### config.mk
export PLATFORM = sky130hd
export DESIGN_NAME = ssc_frame_ctl
export DESIGN_NICKNAME = d
export VERILOG_FILES = /design/src/rtl/scrolling_sprite_compositor_assert.svh /design/src/rtl/ssc_pkg.sv /design/src/rtl/ssc_frame_ctl.sv
export SDC_FILE = /design/constraint.sdc
export NUM_CORES = 1
export LEC_CHECK = 0
export ABC_AREA = 1
export BUFFER_PORTS_ARGS = -buffer_cell sky130_fd_sc_hd__buf_2
export CORE_UTILIZATION = 40
export CTS_CLUSTER_SIZE = 30
export DETAILED_ROUTE_END_ITERATION = 12
export GPL_ROUTABILITY_DRIVEN = 0
export PLACE_DENSITY = 0.69
export SLEW_MARGIN = 25
export SYNTH_ARGS = -nofsm -noshare
export SYNTH_HDL_FRONTEND = slang
export SYNTH_SLANG_ARGS = --single-unit
### constraint.sdc
create_clock -name clk -period 4.88 [get_ports clk]
set_input_delay 0.976 -clock clk [delete_from_list [all_inputs] [get_ports clk]]
set_output_delay 0.976 -clock clk [all_outputs]
set_load 0.02 [all_outputs]
### src/rtl/scrolling_sprite_compositor_assert.svh
// ----------------------------------------------------------------------------
// Scrolling sprite compositor assertion macros
// Concurrent assertion wrappers clocked on clk and disabled during reset.
// ----------------------------------------------------------------------------
`ifndef SCROLLING_SPRITE_COMPOSITOR_ASSERT_SVH
`define SCROLLING_SPRITE_COMPOSITOR_ASSERT_SVH

// condition holds at every edge out of reset
`define SSC_ASSERT_ALWAYS(label, cond) \
    label: assert property (@(posedge clk) disable iff (!rst_n) (cond)) \
        else $error("compositor invariant violated");

// consequent holds in the cycle after the antecedent
`define SSC_ASSERT_NEXT(label, ante, cons) \
    label: assert property (@(posedge clk) disable iff (!rst_n) (ante) |=> (cons)) \
        else $error("compositor sequence check failed");

`endif

### src/rtl/ssc_pkg.sv
// ----------------------------------------------------------------------------
// Scrolling sprite compositor package
// Geometry constants, request and result types, codes and store interface.
// ----------------------------------------------------------------------------
`default_nettype none

package ssc_pkg;

    localparam int SCREEN_WIDTH      = 320;
    localparam int SCREEN_HEIGHT     = 240;
    localparam int SPRITE_MAX_WIDTH  = 64;
    localparam int SPRITE_MAX_HEIGHT = 64;
    localparam int SPRITE_FRAMES     = 2;

    localparam int BG_DEPTH   = SCREEN_WIDTH * SCREEN_HEIGHT;
    localparam int BG_AW      = $clog2(BG_DEPTH);
    localparam int SP_FRAME_SZ = SPRITE_MAX_WIDTH * SPRITE_MAX_HEIGHT;
    localparam int SP_DEPTH   = SPRITE_FRAMES * SP_FRAME_SZ;
    localparam int SP_AW      = (SP_DEPTH > 1) ? $clog2(SP_DEPTH) : 1;
    localparam int SP_XW      = $clog2(SPRITE_MAX_WIDTH);
    localparam int SP_YW      = $clog2(SPRITE_MAX_HEIGHT);
    localparam int OFF_W      = $clog2(SCREEN_WIDTH);
    localparam int FRAME_W    = (SPRITE_FRAMES > 1) ? $clog2(SPRITE_FRAMES) : 1;
    localparam int FCNT_W     = $clog2(SPRITE_FRAMES + 1) + 2;

    // coordinate arithmetic width: holds signed differences and screen limits
    localparam int CRD_W      = 11;

    // scroll speed reduction by reciprocal multiplication
    localparam int SPD_W       = 9;
    localparam int RECIP_SHIFT = 18;
    localparam int SPEED_RECIP = ((1 << RECIP_SHIFT) + SCREEN_WIDTH - 1) / SCREEN_WIDTH;
    localparam int RECIP_W     = 19;
    localparam int SPD_PROD_W  = SPD_W + RECIP_W;
    localparam int SPD_QW_W    = SPD_W + 11;

    localparam int PIX_W      = 16;
    localparam int CFG_IDX_W  = 3;
    localparam int CFG_DATA_W = 16;

    localparam logic [1:0] KIND_BG_WRITE  = 2'd0;
    localparam logic [1:0] KIND_SP_WRITE  = 2'd1;
    localparam logic [1:0] KIND_NEW_FRAME = 2'd2;
    localparam logic [1:0] KIND_READ      = 2'd3;

    localparam logic [CFG_IDX_W-1:0] REG_SPRITE_LEFT   = 3'd0;
    localparam logic [CFG_IDX_W-1:0] REG_SPRITE_TOP    = 3'd1;
    localparam logic [CFG_IDX_W-1:0] REG_SPRITE_WIDTH  = 3'd2;
    localparam logic [CFG_IDX_W-1:0] REG_SPRITE_HEIGHT = 3'd3;
    localparam logic [CFG_IDX_W-1:0] REG_KEY_COLOR     = 3'd4;
    localparam logic [CFG_IDX_W-1:0] REG_SCROLL_SPEED  = 3'd5;
    localparam logic [CFG_IDX_W-1:0] REG_FRAME_COUNT   = 3'd6;

    typedef struct packed {
        logic [1:0]       kind;
        logic [8:0]       col;
        logic [7:0]       row;
        logic             anim_frame;
        logic [PIX_W-1:0] pixel_in;
    } req_t;

    typedef struct packed {
        logic [PIX_W-1:0] pixel_out;
        logic             from_sprite;
    } rsp_t;

    typedef struct packed {
        logic             en;
        logic             bg_we;
        logic [BG_AW-1:0] bg_addr;
        logic             sp_we;
        logic [SP_AW-1:0] sp_addr;
        logic [PIX_W-1:0] wdata;
    } store_req_t;

    typedef struct packed {
        logic [OFF_W-1:0]   offset;
        logic [FRAME_W-1:0] shown;
    } frame_state_t;

endpackage

`default_nettype wire

### src/rtl/ssc_frame_ctl.sv
// ----------------------------------------------------------------------------
// Scrolling sprite compositor frame control
// Scroll offset and animation frame sequencing on each new-frame request.
// ----------------------------------------------------------------------------
`default_nettype none

module ssc_frame_ctl (
    input  wire logic                       clk,
    input  wire logic                       rst_n,
    input  wire logic                       step,
    input  wire logic [ssc_pkg::OFF_W-1:0]  speed_mod,
    input  wire logic [1:0]                 frame_count,
    output ssc_pkg::frame_state_t           state
);
    import ssc_pkg::*;

    logic [OFF_W-1:0]   offset_reg, offset_next;
    logic [FRAME_W-1:0] shown_reg, shown_next;
    logic [FRAME_W-1:0] upcoming_reg, upcoming_next;
    logic [OFF_W:0]     sum;
    logic [FCNT_W-1:0]  n_frames;
    logic [FCNT_W-1:0]  shown_inc;

    always_comb
    begin
        if (frame_count == 2'd0)
            n_frames = FCNT_W'(1);
        else if (FCNT_W'(frame_count) > FCNT_W'(SPRITE_FRAMES))
            n_frames = FCNT_W'(SPRITE_FRAMES);
        else
            n_frames = FCNT_W'(frame_count);

        sum = {1'b0, offset_reg} + {1'b0, speed_mod};
        if (sum >= (OFF_W+1)'(SCREEN_WIDTH))
            offset_next = OFF_W'(sum - (OFF_W+1)'(SCREEN_WIDTH));
        else
            offset_next = sum[OFF_W-1:0];

        if (FCNT_W'(upcoming_reg) < n_frames)
            shown_next = upcoming_reg;
        else
            shown_next = '0;

        shown_inc = FCNT_W'(shown_next) + FCNT_W'(1);
        if (shown_inc == n_frames)
            upcoming_next = '0;
        else
            upcoming_next = shown_inc[FRAME_W-1:0];
    end

    always_ff @(posedge clk or negedge rst_n)
    begin
        if (!rst_n)
        begin
            offset_reg   <= '0;
            shown_reg    <= '0;
            upcoming_reg <= '0;
        end
        else if (step)
        begin
            offset_reg   <= offset_next;
            shown_reg    <= shown_next;
            upcoming_reg <= upcoming_next;
        end
    end

    assign state.offset = offset_reg;
    assign state.shown  = shown_reg;

endmodule

`default_nettype wire

==> results.md <==
- Final Max Tran Viols: 0
- Clock root cell: clkbuf_4
- Layout cells sized above 1: between 15 and 20%
- Max Cap Viol: 0
- Sequential-to-total area share from yosys stat: 27.3%
- Worst slew margin: between 80% and 90%
- Vias per cell: approximately 5.0
- Area of the die: 2730 um^2
- Post-Route Setup TNS: 0 ns
- DR pass1 iterations: 4
- Die Wd: about 52 um
- Syn avg cell area: between 6 and 7 um^2
- Startpoint Class: input pin
- Max clock buf depth: 2
- Routed wire length per instance: between 10 and 15 um
- PortBufs: 22
- GRT Total Usage: a little under a fifth
- Max reg flops: 9
- Max H-tree Level: 1
- Number of inserted diodes: 0
- Hold depth: 2
- Nets@finish: 202
- R2r worst-path depth: 19
- Post-DRT Antenna Nets: 0
- Library cells used by synthesis: 20
- Cell Pwr Density: 667 nW/um^2
- Setup-failing EPs final: 0
- Setup CP Type: in2reg
- Met3 usage: about 1.7%
- TritonCTS clock tree: built
- Initial Util: 44.0%
- Minimum clock period: roughly 3.2 ns
- Clock latency on the worst-skew pair: between 0.2 and 0.3 ns
- Reg2reg start: offset_reg[0]
- Synth-to-Final Area Change: 14.9%
- Power share of the sequential group: between 20% and 30%
- Internal power: around 370 uW
- FF-to-FF End: offset_reg[6]
- Largest net degree at the start of global routing: 15
- Detailed Route WL: between 2 and 2.5 mm
- Status: completed
- Mapped Area: 1010 um^2
- Cts bufs inserted: 3
- Leakage: 0.000680 uW
- Initial antenna violation count: 0
- GRT met2 Usage: 31.8%
- Global Route met1 Usage: 25.5%
- Synthesis Warnings: 0
- Critical path endpoint: offset_reg[6]
- Worst hold start: shown_reg
- Critical path data required time: 5.04 ns
- CP startpoint: speed_mod[0]
- Die H: about 52 um
- Clock Pin Slew Worst Setup and Hold Paths: about 0.07 ns
- Num Clock Sinks: 11
- Cells after Synth: approximately 150
- I/O pin count: 24
- Via count: about 1000
- DRT iter0 DRCs: 20
- RSZ-0062 raised after global routing: false
- Residual DRC count: 0
- Syn_nets: between 150 and 200
- Gr busiest metal: met2
- GRT overflow: 0
- Logic pwr share: a little under three quarters
- Vias in the first global route: around 930
- Final Hold Viols: 0
- Critical Path Fanout Max: 4
- Cell Rows: 17
- Sw frac: around 53%
- Most frequent cells in the layout: nand2_1 (51), inv_1 (22), buf_2 (22)
- Post-CTS Setup Bufs: 0
- Clock share of power: a little over 8%
- First-pass GRT wire length: roughly 3.9 mm
- Final Total Pwr: 773 uW
- Most common cell after layout, fill and taps aside: nand2_1
- WP data arrival: around 3.4 ns
- Clock Skew: between 0.01 and 0.015 ns
- Register-to-register setup slack: around 2.0 ns
- CORE AREA: between 2000 and 2500 um^2
- Post-CTS Resized: 0
- Tcrit/Tclk final: between 60% and 70%
- Cts hold-fix bufs: 0
- Synth Register Bits: 11
- Transition time of the tightest slew-check pin: between 0.2 and 0.3 ns
- Fmax: about 310 MHz
- Maximum vdd drop: ~300 uV
- HP Class: reg2reg
- Net Sw Power: about 410 uW
- Critical Path Sink Type: register
- Final HPWL DP: approximately 1.8 mm
## metal layers
metal,up-vias,part of all wire [%]
met5,-,0
met4,0,1.1
met3,4,3.4
met2,19,47
met1,455,49
li1,528,-
## cells in the mapped netlist, drive strengths merged
cell	count	area share (%)
clkbuf	1	1.4
a31oi	3	1.9
o21ai	4	2.0
dfrtp	11	27
nand4	1	0.62
a21oi	7	3.5
clkinv	2	0.74
xor2	1	1.6
o211ai	1	0.74
nand3b	2	1.5
nor2	12	5.0
nand2	56	22
ha	11	14
fa	1	2.0
inv	23	8.5
buf	1	0.74
nand3	14	6.9
## per-stage QoR
step	instance area (um^2)	std cells	setup WS, ns	hold slack, ns	utilization [%]
finish	1160	203	1.66	0.477	50.5
global route	1160	203	1.32	0.522	50.5
CTS	1160	203	1.63	0.485	50.5
detailed placement	1130	199	1.36	0.465	49.3
global placement	1130	199	1.37	0.453	49.3
floorplan	1010	151	1.81	0.440	-
## cell families (layout without fill, tap and decap cells)
family	Yosys count	in the layout	synth area share, %
simple gates	85	85	36.1
buf+inv	27	51	11.4
compound gates	15	15	8.05
fa+ha+maj	12	12	15.6
flops	11	11	27.3
xor+xnor	1	1	1.61
## power by group through the flow
stage	Sequential (uW)	Combinational (uW)	Clock [uW]
CTS	162	552	65.7
global route	168	635	70.0
finish	162	548	63.3
detailed placement	164	550	0
global placement	162	530	0
floorplan	202	388	0
## worst max-delay path, stage by stage
cell      delay, ns
buf_2          0.08
ha_1           0.22
inv_1          0.07
fa_1           0.37
inv_1          0.09
nand3_1        0.10
nand2_1        0.13
nand2_1        0.07
nand2_2        0.07
xor2_2         0.23
ha_1           0.20
nand3b_1       0.09
nor2_1         0.12
nand3_1        0.08
nor2_1         0.09
nand2_1        0.07
nand2_2        0.08
nand3_1        0.07
nand3_1        0.09
nand2_1        0.05
## worst min-delay path by stage
stage | endpoint | slack, ns
floorplan | upcoming_reg | 0.44
global placement | upcoming_reg | 0.45
detailed placement | shown_reg | 0.47
CTS | shown_reg | 0.48
global route | upcoming_reg | 0.52
finish | shown_reg | 0.48
## cell type report
| class | count | area, um^2 |
|---|---|---|
| clock buffers | 4 | 26.3 |
| fillers | 236 | 1140 |
| inverters | 25 | 93.8 |
| multi-input cells | 113 | 619 |
| flip-flops and latches | 11 | 275 |
| well taps | 28 | 35.0 |
| repair buffers | 22 | 110 |
No activity file was read; power rests on OpenSTA's default activity.
